File: src/rtl/alc_pkg.sv
// Shared types, constants and helpers of the AT response line classifier.
`timescale 1ns / 1ps

package alc_pkg;

  localparam int BUFFER_DEPTH_DEF = 64;
  localparam int PREFIX_BYTES_DEF = 8;

  localparam int PFX_W     = 64;
  localparam int PFX_IDX_W = 4;
  localparam int CNT_W     = 7;
  localparam int CLS_W     = 3;
  localparam int REG_IDX_W = 3;

  localparam logic [CNT_W-1:0] CNT_MAX     = 7'd127;
  localparam logic [CNT_W-1:0] MAX_RESULTS = 7'd64;

  localparam logic [7:0] CH_CR = 8'h0D;
  localparam logic [7:0] CH_LF = 8'h0A;

  typedef enum logic {
    CMD_RX   = 1'b0,
    CMD_TAKE = 1'b1
  } cmd_e;

  typedef enum logic {
    NL_CRLF = 1'b0,
    NL_LF   = 1'b1
  } nl_mode_e;

  typedef enum logic [CLS_W-1:0] {
    CLS_NONE   = 3'd0,
    CLS_INIT   = 3'd1,
    CLS_OK     = 3'd2,
    CLS_ERROR  = 3'd3,
    CLS_CUSTOM = 3'd4,
    CLS_OTHER  = 3'd5
  } line_class_e;

  typedef enum logic [REG_IDX_W-1:0] {
    REG_NEWLINE_MODE  = 3'd0,
    REG_OK_PREFIX     = 3'd1,
    REG_ERROR_PREFIX  = 3'd2,
    REG_CUSTOM_PREFIX = 3'd3,
    REG_INIT_PREFIX   = 3'd4
  } cfg_reg_e;

  typedef enum logic [2:0] {
    ST_IDLE,
    ST_STORE,
    ST_EMPTY,
    ST_MATCH,
    ST_CMP,
    ST_SRD,
    ST_SCHK
  } ctrl_state_e;

  typedef struct packed {
    nl_mode_e         newline_mode;
    logic [PFX_W-1:0] pfx_ok;
    logic [PFX_W-1:0] pfx_err;
    logic [PFX_W-1:0] pfx_cus;
    logic [PFX_W-1:0] pfx_init;
  } cfg_t;

  function automatic logic [CNT_W-1:0] sat_inc(input logic [CNT_W-1:0] v);
    return (v == CNT_MAX) ? v : v + 7'd1;
  endfunction

endpackage

File: src/rtl/at_response_line_classifier_unit.sv
// Top level of the AT response line classifier: config registers and wiring.
//
// Input stream: tuser is the command (0 receive rx_byte in tdata, 1 take
// the oldest line). A receive word frames the byte into lines (CR LF or LF
// mode) and stores data and a zero terminator in the line ring, storing or
// dropping (ring full) zero to two bytes per word. A take word classifies
// the oldest line against the init (once armed), ok, error and custom
// prefixes, comparing each prefix byte with a byte read from the ring, then
// streams the line, reading up to and including its terminator (at most
// 64 characters), one output word per character, lagging one character,
// tlast on the final word. The compare unit and the ring read port are
// shared by all of this; the input is not ready until the take finishes.
// Output stream: tuser carries line_class and char_valid, tdata line_char and
// lines_pending. A one-word output register holds each result; a stalled
// receiver stalls the sequencer and nothing is lost.
// Config channel: cfg_index_i selects the register; writes must be issued
// only while the block is idle (not enforced by it); writing the init
// prefix arms the init match. Reset clears registers, pointers and counters.
`timescale 1ns / 1ps

module at_response_line_classifier_unit #(
  parameter int BUFFER_DEPTH = alc_pkg::BUFFER_DEPTH_DEF,
  parameter int PREFIX_BYTES = alc_pkg::PREFIX_BYTES_DEF
) (
  input  logic                          clk_i,
  input  logic                          rst_ni,
  input  logic                          s_axis_tvalid,
  output logic                          s_axis_tready,
  input  logic [7:0]                    s_axis_tdata,  // rx_byte
  input  logic                          s_axis_tuser,  // command
  output logic                          m_axis_tvalid,
  input  logic                          m_axis_tready,
  output logic [15:0]                   m_axis_tdata,  // line_char, lines_pending, pad
  output logic [3:0]                    m_axis_tuser,  // line_class, char_valid
  output logic                          m_axis_tlast,
  input  logic                          cfg_valid_i,
  output logic                          cfg_ready_o,
  input  logic [alc_pkg::REG_IDX_W-1:0] cfg_index_i,
  input  logic [alc_pkg::PFX_W-1:0]     cfg_data_i
);

  import alc_pkg::*;

  localparam int AW = $clog2(BUFFER_DEPTH);

  cfg_t          cfg_q;
  logic          cfg_wr;
  logic          init_arm;
  logic          wr_en, rd_en;
  logic [AW-1:0] wr_addr, rd_addr;
  logic [7:0]    wr_data, rd_data;

  assign cfg_ready_o = 1'b1;
  assign cfg_wr      = cfg_valid_i && cfg_ready_o;
  assign init_arm    = cfg_wr && (cfg_reg_e'(cfg_index_i) == REG_INIT_PREFIX);

  always_ff @(posedge clk_i or negedge rst_ni) begin
    if (!rst_ni) begin
      cfg_q <= '0;
    end else if (cfg_wr) begin
      case (cfg_reg_e'(cfg_index_i))
        REG_NEWLINE_MODE:  cfg_q.newline_mode <= nl_mode_e'(cfg_data_i[0]);
        REG_OK_PREFIX:     cfg_q.pfx_ok       <= cfg_data_i;
        REG_ERROR_PREFIX:  cfg_q.pfx_err      <= cfg_data_i;
        REG_CUSTOM_PREFIX: cfg_q.pfx_cus      <= cfg_data_i;
        REG_INIT_PREFIX:   cfg_q.pfx_init     <= cfg_data_i;
        default: ;
      endcase
    end
  end

  alc_ctrl #(
    .BUFFER_DEPTH (BUFFER_DEPTH),
    .PREFIX_BYTES (PREFIX_BYTES),
    .AW           (AW)
  ) u_ctrl (
    .clk_i         (clk_i),
    .rst_ni        (rst_ni),
    .cfg_i         (cfg_q),
    .init_arm_i    (init_arm),
    .s_axis_tvalid (s_axis_tvalid),
    .s_axis_tready (s_axis_tready),
    .s_axis_tdata  (s_axis_tdata),
    .s_axis_tuser  (s_axis_tuser),
    .m_axis_tvalid (m_axis_tvalid),
    .m_axis_tready (m_axis_tready),
    .m_axis_tdata  (m_axis_tdata),
    .m_axis_tuser  (m_axis_tuser),
    .m_axis_tlast  (m_axis_tlast),
    .wr_en_o       (wr_en),
    .wr_addr_o     (wr_addr),
    .wr_data_o     (wr_data),
    .rd_en_o       (rd_en),
    .rd_addr_o     (rd_addr),
    .rd_data_i     (rd_data)
  );

  alc_ring_mem #(
    .DEPTH (BUFFER_DEPTH),
    .AW    (AW)
  ) u_ring (
    .clk_i     (clk_i),
    .wr_en_i   (wr_en),
    .wr_addr_i (wr_addr),
    .wr_data_i (wr_data),
    .rd_en_i   (rd_en),
    .rd_addr_i (rd_addr),
    .rd_data_o (rd_data)
  );

endmodule

File: src/rtl/alc_ring_mem.sv
// Line ring store: one write port, one registered read port.
`timescale 1ns / 1ps

module alc_ring_mem #(
  parameter int DEPTH = alc_pkg::BUFFER_DEPTH_DEF,
  parameter int AW    = $clog2(DEPTH)
) (
  input  logic          clk_i,
  input  logic          wr_en_i,
  input  logic [AW-1:0] wr_addr_i,
  input  logic [7:0]    wr_data_i,
  input  logic          rd_en_i,
  input  logic [AW-1:0] rd_addr_i,
  output logic [7:0]    rd_data_o
);

  logic [7:0] mem_q [DEPTH];
  logic [7:0] rd_data_q;

  always_ff @(posedge clk_i) begin
    if (wr_en_i) begin
      mem_q[wr_addr_i] <= wr_data_i;
    end
  end

  always_ff @(posedge clk_i) begin
    if (rd_en_i) begin
      rd_data_q <= mem_q[rd_addr_i];
    end
  end

  assign rd_data_o = rd_data_q;

endmodule

File: src/rtl/alc_ctrl.sv
// Sequencer: line framing, prefix compare, line streaming and output register.
`timescale 1ns / 1ps

module alc_ctrl #(
  parameter int BUFFER_DEPTH = alc_pkg::BUFFER_DEPTH_DEF,
  parameter int PREFIX_BYTES = alc_pkg::PREFIX_BYTES_DEF,
  parameter int AW           = $clog2(BUFFER_DEPTH)
) (
  input  logic          clk_i,
  input  logic          rst_ni,
  input  alc_pkg::cfg_t cfg_i,
  input  logic          init_arm_i,
  input  logic          s_axis_tvalid,
  output logic          s_axis_tready,
  input  logic [7:0]    s_axis_tdata,   // rx_byte
  input  logic          s_axis_tuser,   // command
  output logic          m_axis_tvalid,
  input  logic          m_axis_tready,
  output logic [15:0]   m_axis_tdata,   // line_char, lines_pending, pad
  output logic [3:0]    m_axis_tuser,   // line_class, char_valid
  output logic          m_axis_tlast,
  output logic          wr_en_o,
  output logic [AW-1:0] wr_addr_o,
  output logic [7:0]    wr_data_o,
  output logic          rd_en_o,
  output logic [AW-1:0] rd_addr_o,
  input  logic [7:0]    rd_data_i
);

  import alc_pkg::*;

  localparam int CW = $clog2(BUFFER_DEPTH + 1);
  localparam logic [AW-1:0]        LAST_SLOT = AW'(BUFFER_DEPTH - 1);
  localparam logic [CW-1:0]        FULL_CNT  = CW'(BUFFER_DEPTH);
  localparam logic [PFX_IDX_W-1:0] PB_END    = PFX_IDX_W'(PREFIX_BYTES);

  function automatic logic [AW-1:0] nxt(input logic [AW-1:0] p);
    return (p == LAST_SLOT) ? '0 : p + 1'b1;
  endfunction

  ctrl_state_e          state_q, state_d;
  logic [AW-1:0]        wp_q, wp_d, rp_q, rp_d, pos_q, pos_d;
  logic [CW-1:0]        fill_q, fill_d;
  logic [CNT_W-1:0]     len_q, len_d, lines_q, lines_d, n_q, n_d;
  logic [7:0]           prev_q, prev_d;
  logic                 init_wait_q, init_wait_d;
  logic [1:0]           pend_cnt_q, pend_cnt_d;
  logic [7:0]           pend0_q, pend0_d, pend1_q, pend1_d;
  line_class_e          sel_q, sel_d, cls_q, cls_d;
  logic [PFX_IDX_W-1:0] idx_q, idx_d;
  logic                 have_q, have_d;
  logic [7:0]           held_q, held_d;

  logic                 ov_q, ov_d;
  line_class_e          o_cls_q, o_cls_d;
  logic [7:0]           o_char_q, o_char_d;
  logic                 o_cv_q, o_cv_d, o_last_q, o_last_d;
  logic [CNT_W-1:0]     o_pend_q, o_pend_d;

  logic                 out_ready;
  logic [PFX_W-1:0]     cur_pfx;
  logic [7:0]           pbyte;
  logic [7:0]           rx_b;
  logic                 do_match, do_fail, finish;

  assign rx_b      = s_axis_tdata;
  assign out_ready = !ov_q || m_axis_tready;

  always_comb begin
    case (sel_q)
      CLS_INIT:  cur_pfx = cfg_i.pfx_init;
      CLS_OK:    cur_pfx = cfg_i.pfx_ok;
      CLS_ERROR: cur_pfx = cfg_i.pfx_err;
      default:   cur_pfx = cfg_i.pfx_cus;
    endcase
  end

  assign pbyte = cur_pfx[{idx_q[2:0], 3'b000} +: 8];

  always_comb begin
    state_d     = state_q;
    wp_d        = wp_q;
    rp_d        = rp_q;
    pos_d       = pos_q;
    fill_d      = fill_q;
    len_d       = len_q;
    lines_d     = lines_q;
    n_d         = n_q;
    prev_d      = prev_q;
    init_wait_d = init_wait_q;
    pend_cnt_d  = pend_cnt_q;
    pend0_d     = pend0_q;
    pend1_d     = pend1_q;
    sel_d       = sel_q;
    cls_d       = cls_q;
    idx_d       = idx_q;
    have_d      = have_q;
    held_d      = held_q;
    ov_d        = ov_q && !m_axis_tready;
    o_cls_d     = o_cls_q;
    o_char_d    = o_char_q;
    o_cv_d      = o_cv_q;
    o_last_d    = o_last_q;
    o_pend_d    = o_pend_q;
    wr_en_o     = 1'b0;
    rd_en_o     = 1'b0;
    rd_addr_o   = rp_q;
    do_match    = 1'b0;
    do_fail     = 1'b0;
    finish      = 1'b0;

    case (state_q)
      ST_IDLE: begin
        if (s_axis_tvalid) begin
          if (cmd_e'(s_axis_tuser) == CMD_RX) begin
            if (cfg_i.newline_mode == NL_CRLF) begin
              prev_d = rx_b;
              if (rx_b == CH_CR) begin
                if (prev_q == CH_CR) begin
                  pend0_d    = CH_CR;
                  pend_cnt_d = 2'd1;
                  len_d      = sat_inc(len_q);
                end
              end else if (rx_b == CH_LF && prev_q == CH_CR) begin
                if (len_q != '0) begin
                  pend0_d    = 8'h00;
                  pend_cnt_d = 2'd1;
                  lines_d    = sat_inc(lines_q);
                  len_d      = '0;
                end
              end else if (prev_q == CH_CR) begin
                pend0_d    = CH_CR;
                pend1_d    = rx_b;
                pend_cnt_d = 2'd2;
                len_d      = sat_inc(sat_inc(len_q));
              end else begin
                pend0_d    = rx_b;
                pend_cnt_d = 2'd1;
                len_d      = sat_inc(len_q);
              end
            end else if (rx_b == CH_LF) begin
              if (len_q != '0) begin
                pend0_d    = 8'h00;
                pend_cnt_d = 2'd1;
                lines_d    = sat_inc(lines_q);
                len_d      = '0;
              end
            end else begin
              pend0_d    = rx_b;
              pend_cnt_d = 2'd1;
              len_d      = sat_inc(len_q);
            end
            if (pend_cnt_d != 2'd0) begin
              state_d = ST_STORE;
            end
          end else if (lines_q == '0) begin
            state_d = ST_EMPTY;
          end else begin
            lines_d = lines_q - 7'd1;
            sel_d   = init_wait_q ? CLS_INIT : CLS_OK;
            idx_d   = '0;
            pos_d   = rp_q;
            n_d     = '0;
            have_d  = 1'b0;
            state_d = ST_MATCH;
          end
        end
      end

      ST_STORE: begin
        if (fill_q < FULL_CNT) begin
          wr_en_o = 1'b1;
          wp_d    = nxt(wp_q);
          fill_d  = fill_q + 1'b1;
        end
        pend0_d    = pend1_q;
        pend_cnt_d = pend_cnt_q - 2'd1;
        if (pend_cnt_q == 2'd1) begin
          state_d = ST_IDLE;
        end
      end

      ST_EMPTY: begin
        if (out_ready) begin
          ov_d     = 1'b1;
          o_cls_d  = CLS_NONE;
          o_char_d = 8'h00;
          o_cv_d   = 1'b0;
          o_last_d = 1'b1;
          o_pend_d = '0;
          state_d  = ST_IDLE;
        end
      end

      ST_MATCH: begin
        if (idx_q == PB_END || pbyte == 8'h00) begin
          if (idx_q == '0) begin
            do_fail = 1'b1;
          end else begin
            do_match = 1'b1;
          end
        end else if (CNT_W'(idx_q) >= CNT_W'(fill_q)) begin
          do_fail = 1'b1;
        end else begin
          rd_en_o   = 1'b1;
          rd_addr_o = pos_q;
          state_d   = ST_CMP;
        end
      end

      ST_CMP: begin
        if (rd_data_i == pbyte) begin
          idx_d   = idx_q + 1'b1;
          pos_d   = nxt(pos_q);
          state_d = ST_MATCH;
        end else begin
          do_fail = 1'b1;
        end
      end

      ST_SRD: begin
        if (fill_q == '0 || n_q == MAX_RESULTS) begin
          finish = 1'b1;
        end else begin
          rd_en_o = 1'b1;
          rp_d    = nxt(rp_q);
          fill_d  = fill_q - 1'b1;
          state_d = ST_SCHK;
        end
      end

      ST_SCHK: begin
        if (rd_data_i == 8'h00) begin
          finish = 1'b1;
        end else if (!have_q) begin
          held_d  = rd_data_i;
          have_d  = 1'b1;
          n_d     = n_q + 7'd1;
          state_d = ST_SRD;
        end else if (out_ready) begin
          ov_d     = 1'b1;
          o_cls_d  = cls_q;
          o_char_d = held_q;
          o_cv_d   = 1'b1;
          o_last_d = 1'b0;
          o_pend_d = lines_q;
          held_d   = rd_data_i;
          n_d      = n_q + 7'd1;
          state_d  = ST_SRD;
        end
      end

      default: state_d = ST_IDLE;
    endcase

    if (do_match) begin
      cls_d   = sel_q;
      state_d = ST_SRD;
      if (sel_q == CLS_INIT) begin
        init_wait_d = 1'b0;
      end
    end else if (do_fail) begin
      idx_d   = '0;
      pos_d   = rp_q;
      state_d = ST_MATCH;
      case (sel_q)
        CLS_INIT:  sel_d = CLS_OK;
        CLS_OK:    sel_d = CLS_ERROR;
        CLS_ERROR: sel_d = CLS_CUSTOM;
        default: begin
          cls_d   = CLS_OTHER;
          state_d = ST_SRD;
        end
      endcase
    end

    if (finish && out_ready) begin
      ov_d     = 1'b1;
      o_cls_d  = cls_q;
      o_char_d = have_q ? held_q : 8'h00;
      o_cv_d   = have_q;
      o_last_d = 1'b1;
      o_pend_d = lines_q;
      state_d  = ST_IDLE;
    end

    if (init_arm_i) begin
      init_wait_d = 1'b1;
    end
  end

  always_ff @(posedge clk_i or negedge rst_ni) begin
    if (!rst_ni) begin
      state_q     <= ST_IDLE;
      wp_q        <= '0;
      rp_q        <= '0;
      fill_q      <= '0;
      len_q       <= '0;
      lines_q     <= '0;
      prev_q      <= 8'h00;
      init_wait_q <= 1'b0;
      pend_cnt_q  <= 2'd0;
      ov_q        <= 1'b0;
    end else begin
      state_q     <= state_d;
      wp_q        <= wp_d;
      rp_q        <= rp_d;
      fill_q      <= fill_d;
      len_q       <= len_d;
      lines_q     <= lines_d;
      prev_q      <= prev_d;
      init_wait_q <= init_wait_d;
      pend_cnt_q  <= pend_cnt_d;
      ov_q        <= ov_d;
    end
  end

  always_ff @(posedge clk_i) begin
    pos_q    <= pos_d;
    n_q      <= n_d;
    pend0_q  <= pend0_d;
    pend1_q  <= pend1_d;
    sel_q    <= sel_d;
    cls_q    <= cls_d;
    idx_q    <= idx_d;
    have_q   <= have_d;
    held_q   <= held_d;
    o_cls_q  <= o_cls_d;
    o_char_q <= o_char_d;
    o_cv_q   <= o_cv_d;
    o_last_q <= o_last_d;
    o_pend_q <= o_pend_d;
  end

  assign s_axis_tready = (state_q == ST_IDLE);
  assign wr_addr_o     = wp_q;
  assign wr_data_o     = pend0_q;
  assign m_axis_tvalid = ov_q;
  assign m_axis_tdata  = {1'b0, o_pend_q, o_char_q};
  assign m_axis_tuser  = {o_cv_q, o_cls_q};
  assign m_axis_tlast  = o_last_q;

endmodule

File: config.mk
export PLATFORM = sky130hd
export DESIGN_NAME = at_response_line_classifier_unit
export DESIGN_NICKNAME = d
export VERILOG_FILES = /design/src/rtl/alc_pkg.sv /design/src/rtl/at_response_line_classifier_unit.sv /design/src/rtl/alc_ring_mem.sv /design/src/rtl/alc_ctrl.sv
export SDC_FILE = /design/constraint.sdc
export NUM_CORES = 1
export LEC_CHECK = 0
export BUFFER_PORTS_ARGS = -buffer_cell sky130_fd_sc_hd__buf_2
export CAP_MARGIN = 20
export CORE_UTILIZATION = 38
export CTS_BUF_LIST = sky130_fd_sc_hd__clkbuf_8
export CTS_CLUSTER_DIAMETER = 200
export CTS_CLUSTER_SIZE = 25
export DETAILED_ROUTE_END_ITERATION = 6
export PLACE_DENSITY = 0.55
export SLEW_MARGIN = 10
export SYNTH_ARGS = -nofsm -noshare
export SYNTH_HDL_FRONTEND = slang
export SYNTH_SLANG_ARGS = --single-unit
File: constraint.sdc
create_clock -name clk_i -period 5.25 [get_ports clk_i]
set_input_delay 0.525 -clock clk_i [delete_from_list [all_inputs] [get_ports clk_i]]
set_output_delay 0.525 -clock clk_i [all_outputs]
set_load 0.02 [all_outputs]
### Yosys cells after proc, flatten, opt, wreduce, memory -nomap -nowiden

Memory sizes are Yosys's and may differ from the RTL's. A register that Yosys moved wholly into a read port is not among the register bits.
Cells that the tools add are included.

| word-level totals | value |
|---|---|
| register bits | 373 |
| bits in writable memories | 512 |
| input port bits | 81 |
| output and inout port bits | 24 |
| word-level logic and storage cells | 320 |
| memories kept | 1 |

| cells by class | value |
|---|---|
| add/sub/neg operators | 12 |
| magnitude comparators | 2 |
| equality and inequality tests | 58 |
| shift operators | 1 |
| multiplexer cells | 161 |
| bitwise gates (word level) | 6 |
| reductions and logical operators | 50 |

Memory list:

| memory | depth | bits a word | rd ports | clocked after memory_dff | write ports | RTL line | RTL |
|---|---|---|---|---|---|---|---|
| u_ring.mem_q | 64 | 8 | 1 | 1 | 1 | alc_ring_mem.sv:17 | `logic [7:0] mem_q [DEPTH];` |

Operators by type and width:

| cell | count |
|---|---|
| 7-bit 2-to-1 mux | 30 |
| 64-bit one-hot mux with 3 select lines | 1 |
| 8-bit 2-to-1 mux | 17 |
| 3-bit 2-to-1 mux | 29 |
| 6-bit 2-to-1 mux | 12 |
| 64-bit by 7-bit indexed part select with 8-bit output | 1 |
| 7-bit one-hot mux with 2 select lines | 3 |
| 7-bit by 1-bit adder with 7-bit output, second input constant | 5 |
| 1-bit 2-to-1 mux | 35 |
| 8-bit one-hot mux with 2 select lines | 2 |
| 7-bit equality test, second input constant | 4 |
| 2-bit 2-to-1 mux | 13 |
| 8-bit by 4-bit equality test with 1-bit output, second input constant | 3 |
| 4-bit 2-to-1 mux | 6 |
| 3-bit one-hot mux with 7 select lines | 1 |
| 5-bit by 3-bit != test with 1-bit output, second input constant | 4 |
| 6-bit by 1-bit adder with 6-bit output, second input constant | 3 |
| 3-bit by 2-bit equality test with 1-bit output, second input constant | 6 |
| 6-bit equality test, second input constant | 3 |
| 2-bit AND reduction | 9 |
| 8-bit logical NOT | 2 |
| 2-bit nonzero test | 8 |
| 5-bit by 1-bit != test with 1-bit output, second input constant | 3 |
| 5-bit AND reduction | 3 |
| 40 further kinds | 87 |

### Logic depth before layout (Yosys ltp)

| depth | value |
|---|---|
| word-level depth | 16 |
| gate-level depth with buffers | 20 |
| depth with buffers taken out | 15 |

### By module

From an unflattened synthesis, not the netlist that was laid out.

| unflattened totals | value |
|---|---|
| cell total of the unflattened synthesis | 2539 |
| area total of the unflattened synthesis | 40159.8 um2 |

Modules (own cells, without submodules):

| module | instances | cells each | area an instance (um2) | sequential area each (um2) |
|---|---|---|---|---|
| alc_ring_mem | 1 | 972 | 20270.7 | 15615.0 |
| at_response_line_classifier_unit | 1 | 549 | 10492.6 | 6431.2 |
| alc_ctrl | 1 | 1018 | 9396.5 | 3103.0 |

### Worst setup path before layout

OpenSTA, ideal clock, no wires.

| timing path | value |
|---|---|
| kind | register to register |
| start point | register u_ctrl.idx_q[0] |
| end point | register u_ring.rd_data_q[2], in the netlist u_ring.rd_data_o[2], read port of u_ring.mem_q (data pin) |
| setup time | 0.259 ns |
| arrival | 3.964 ns |
| required time | 4.991 ns |
| slack | 1.027 ns |
| cell stages (with the launch flop) | 19 |
| buffers on the path | 4 |
| cells stage by stage | dfxtp_1 -> buf_4 -> inv_2 -> clkbuf_1 -> ha_1 -> nand2b_1 -> a21o_1 -> a21o_1 -> a21oi_1 -> o41a_1 -> nand2b_1 -> a21oi_4 -> mux2i_4 -> buf_6 -> buf_2 -> mux4_2 -> a22oi_1 -> nand4_1 -> or2_1 |

| between the ends | value |
|---|---|
| word-level cells in the longest chain between the ends | 5 |
| elaborated cells between the ends (all ways) | 11 |

RTL lines:

| what | RTL line | RTL |
|---|---|---|
| start, declared | alc_ctrl.sv:50 | `logic [PFX_IDX_W-1:0] idx_q, idx_d;` |
| start signal, assigned | alc_ctrl.sv:325 | `idx_q <= idx_d;` |
| 64-bit by 7-bit indexed part select with 8-bit output | alc_ctrl.sv:78 | `assign pbyte = cur_pfx[{idx_q[2:0], 3'b000} +: 8];` |
| 8-bit logical NOT | alc_ctrl.sv:196 | `if (idx_q == PB_END \|\| pbyte == 8'h00) begin` |
| 1-bit logical OR | alc_ctrl.sv:196 |  |
| 1-bit 2-to-1 mux or 6-bit 2-to-1 mux (tied branches) | alc_ctrl.sv:196 |  |
| 1-bit one-hot mux with 2 select lines or 6-bit 2-to-1 mux (tied branches) | alc_ctrl.sv:112 | `case (state_q)` |
| end, declared | alc_ring_mem.sv:18 | `logic [7:0] rd_data_q;` |

Parallel ways exist; a longest one is shown, timed or not.
A chain may end at the register's enable or synchronous reset.

### Worst setup path in the final report

| timing path | value |
|---|---|
| start point | register u_ctrl.sel_q[0] |
| end point | register u_ring.rd_data_q[2], in the netlist u_ring.rd_data_o[2], read port of u_ring.mem_q (data pin) |

| between the ends | value |
|---|---|
| word-level cells in the longest chain between the ends | 7 |
| elaborated cells between the ends (all ways) | 11 |

RTL lines:

| what | RTL line | RTL |
|---|---|---|
| start, declared | alc_ctrl.sv:49 | `line_class_e sel_q, sel_d, cls_q, cls_d;` |
| start signal, assigned | alc_ctrl.sv:323 | `sel_q <= sel_d;` |
| 3-bit by 2-bit equality test with 1-bit output or 3-bit by 1-bit equality test with 1-bit output (tied branches) | alc_ctrl.sv:70 | `case (sel_q)` |
| 64-bit one-hot mux with 3 select lines * | alc_ctrl.sv:70 |  |
| 64-bit by 7-bit indexed part select with 8-bit output * | alc_ctrl.sv:78 |  |
| 8-bit logical NOT * | alc_ctrl.sv:196 |  |
| 1-bit logical OR * | alc_ctrl.sv:196 |  |
| 1-bit 2-to-1 mux or 6-bit 2-to-1 mux (tied branches) | alc_ctrl.sv:196 |  |
| 1-bit one-hot mux with 2 select lines or 6-bit 2-to-1 mux (tied branches) | alc_ctrl.sv:112 |  |

Every way passes the cells marked *; elsewhere a longest branch is shown, timed or not.

==> qor.txt <==
Run status: finished, final reports clean
Fin Clk Skew: 83.8 ps
Fillers: 9043
Min Clock Period, post-route: 5080 ps
CTS tree: yes
H-tree depth: 2
Final instance area: 43200 sq um
Top post-synthesis cells by count: edfxtp_1, dfrtp_1, mux2_2
Drt drc: 0
Via count: 23300
Maximum fanout along the worst path: 21
Total power: 19.9 mW
Gpl congestion: 0.868
Post-synthesis compound-gate area fraction: 0.0731
DRT Pass-1 Iters: 6
Slowest cell on crit path: dfxtp_4
Core Footprint: 101000 sq um
Synth warnings: 0
GRT Util Overall: 0.199
Post-synth ARST share: 0.342
Bufs on Longest Clock Path: 3
Share of cells above drive strength 1: 0.268
CP peak stage delay: 420 ps
First-pass GRT wire length: 155000 um
Max_slew headroom: 0.257
Die area: 103000 sq um
Post-synthesis mux area share: 0.171
Synthesized area per cell: 15.1 sq um
DRT iter0 DRCs: 2239
Clock sinks: 893
Fin Setup TNS: 0 ps
Synth top area share: 0.444
Gr ovfl total: 0
Root Driver: clkbuf_8
Syn Std Cell Area: 38800 sq um
Ys flop type: edfxtp_1
Routed length per placed instance: 24.8 um
Max Freq: 197 MHz
Post-DP HPWL: 69900 um
CP Class: reg2reg
Row count: 116
CP Launch Type: flip-flop
Adder-cell share of the synthesized area: 0.00909
Hold WS: 52.8 ps
Pleak: 15.3 nW
Hold Vio Cnt, Final: 0
Clk_lat worst skew: 800 ps
Number of flops mapped to enable cells by yosys: 574
Final core area utilization: 0.429
CTS clk-pin slew, worst paths: 170 ps
Final Instance Count excl. Fillers: 4161
Xor/xnor cell area share of the yosys netlist: 0.00835
Largest family of logic cells by synthesized area: multiplexers
Gate Count Post-Synth: 2566
Worst setup margin: 169 ps
Pre-CTS WS: -314 ps
CP top delay family: compound AO/OA/AOI/OAI gates
Inst Count DP: 4024
CTS Buf Count: 41
Most common cell in the synthesized netlist: edfxtp_1
ANT nets after route: 0
Final wirelength: 103000 um
Netlist cell types: 93
Unrepaired setup endpoints after global routing: no
Biggest area consumer among synthesized cells: edfxtp_1
Initial antenna violation count: 7
Post-synthesis sequential area ratio: 0.648
Fin nets: 2891
Die height: 322 um
WP buf/inv: 7
Yosys reg bits: 893
Area contributors post-synth: edfxtp_1, dfrtp_1, mux2_2
Least-Margin Pin Slew: 1110 ps
Number of global-route vias before repair: 23800
DIE WIDTH: 322 um
Req. time, crit path: 5800 ps
Endpoints failing setup: 0
Post-Synth Simple-Gate Area: 0.0687
Setup crit end kind: flip-flop
Max Slew Vio Count: 0
Via-to-Cell Ratio: 5.59
Worst path arrival time: 5630 ps
Largest net degree at the start of global routing: 128
Hold WC Path Type: in2reg
Port Buffers: 102
Part of the cycle the worst path needs: 0.968
Initial Util: 0.386
Worst IR drop on VDD: 0.269 mV
Max-cap viol count: 0
Worst-path cell chain: buf_2 -> buf_4 -> nor2b_1 -> buf_4 -> a22o_1 -> a211o_1 -> a31o_1 -> o22ai_4 -> buf_4 -> nor4b_4 -> a21oi_4 -> buf_4 -> mux2_4 -> buf_12 -> mux4_2 -> a22oi_2 -> buf_4 -> nand4_1 -> or2_1
Top cell by count, worst path: buf_4
Syn_nets: 2674
Area Overhead vs Synth: 11.2%
Placed Area: 41700 sq um
Cell area power density: 460 nW/um^2
I/O pins: 105
[routing by layer]
layer  wire length [um]  up-vias  share of wire  track usage
met3               5270      130          0.051       0.0261
met4               2210        0          0.021       0.0491
met2              50100      700           0.49        0.329
li1                   -    10300              -            -
met5                  0        -              0            0
met1              45600    12200           0.44        0.278
[worst paths after layout]
kind,start,endpoint,slack (ps),depth (start not counted)
setup / recovery,u_ctrl.sel_q[0],u_ring.rd_data_o[2],170,19
hold / removal,cfg_data_i[36],cfg_q[36],50,2
setup reg to reg,u_ctrl.sel_q[0],u_ring.rd_data_o[2],170,19
hold reg to reg,cfg_q[241],cfg_q[241],520,1
max in group asynchronous,rst_ni,u_ctrl.prev_q[6],3490,3
min in group asynchronous,rst_ni,cfg_q[67],380,2
[final cells by class]
class,count,area [sq um],share of cell area
clock inverter,20,95.1,0.00220
sequential,893,25200,0.583
antenna,3,7.51,0.000174
multi-input combinational,1496,12900,0.300
timing repair buffer,312,2550,0.0592
inverter,39,146,0.00339
tap,1357,1700,0.0393
clock buffer,41,564,0.0131
[kinds of logic after synthesis]
logic type      count (synthesis)
mux                           469
compound gates                420
fa+ha+maj                      27
flops                         893
simple gates                  541
xor+xnor                       37
buf+inv                       177
other cells                     2
[cell usage in the layout (no fill, tap or decap), types with 78 or more instances in the layout]
| cell type | count |
|---|---|
| nor2_1 | 152 |
| mux2_2 | 273 |
| nand2_1 | 147 |
| buf_4 | 129 |
| buf_2 | 104 |
| a21oi_1 | 84 |
| o21ai_0 | 78 |
| mux4_2 | 123 |
| dfrtp_1 | 305 |
| edfxtp_1 | 574 |
[power breakdown]
group | switching (mW) | leakage, nW | internal, mW
clock network | 2.13 | 0.391 | 0.743
registers | 0.644 | 8.98 | 8.82
logic | 4.22 | 5.92 | 3.32
total | 6.99 | 15.3 | 12.9
[sequential cells by signal, summed over array words and instances, names as in the netlist, 8 cells and up]
signal,count
cfg_q,257
u_ctrl.o_char_q,8
u_ctrl.prev_q,8
u_ctrl.pend1_q,8
u_ctrl.held_q,8
u_ring.rd_data_o,8
u_ctrl.wr_data_o,8
u_ring.mem_q,512
[timing repair]
item                       CTS  global route
pin swaps                    0             2
gates cloned                 1             0
hold endpoints to repair   297             0
hold buffers                52             0
gates resized for setup      8            17
setup buffers                4            12
setup endpoints to repair    5             7
No activity file was read; power rests on OpenSTA's default activity.
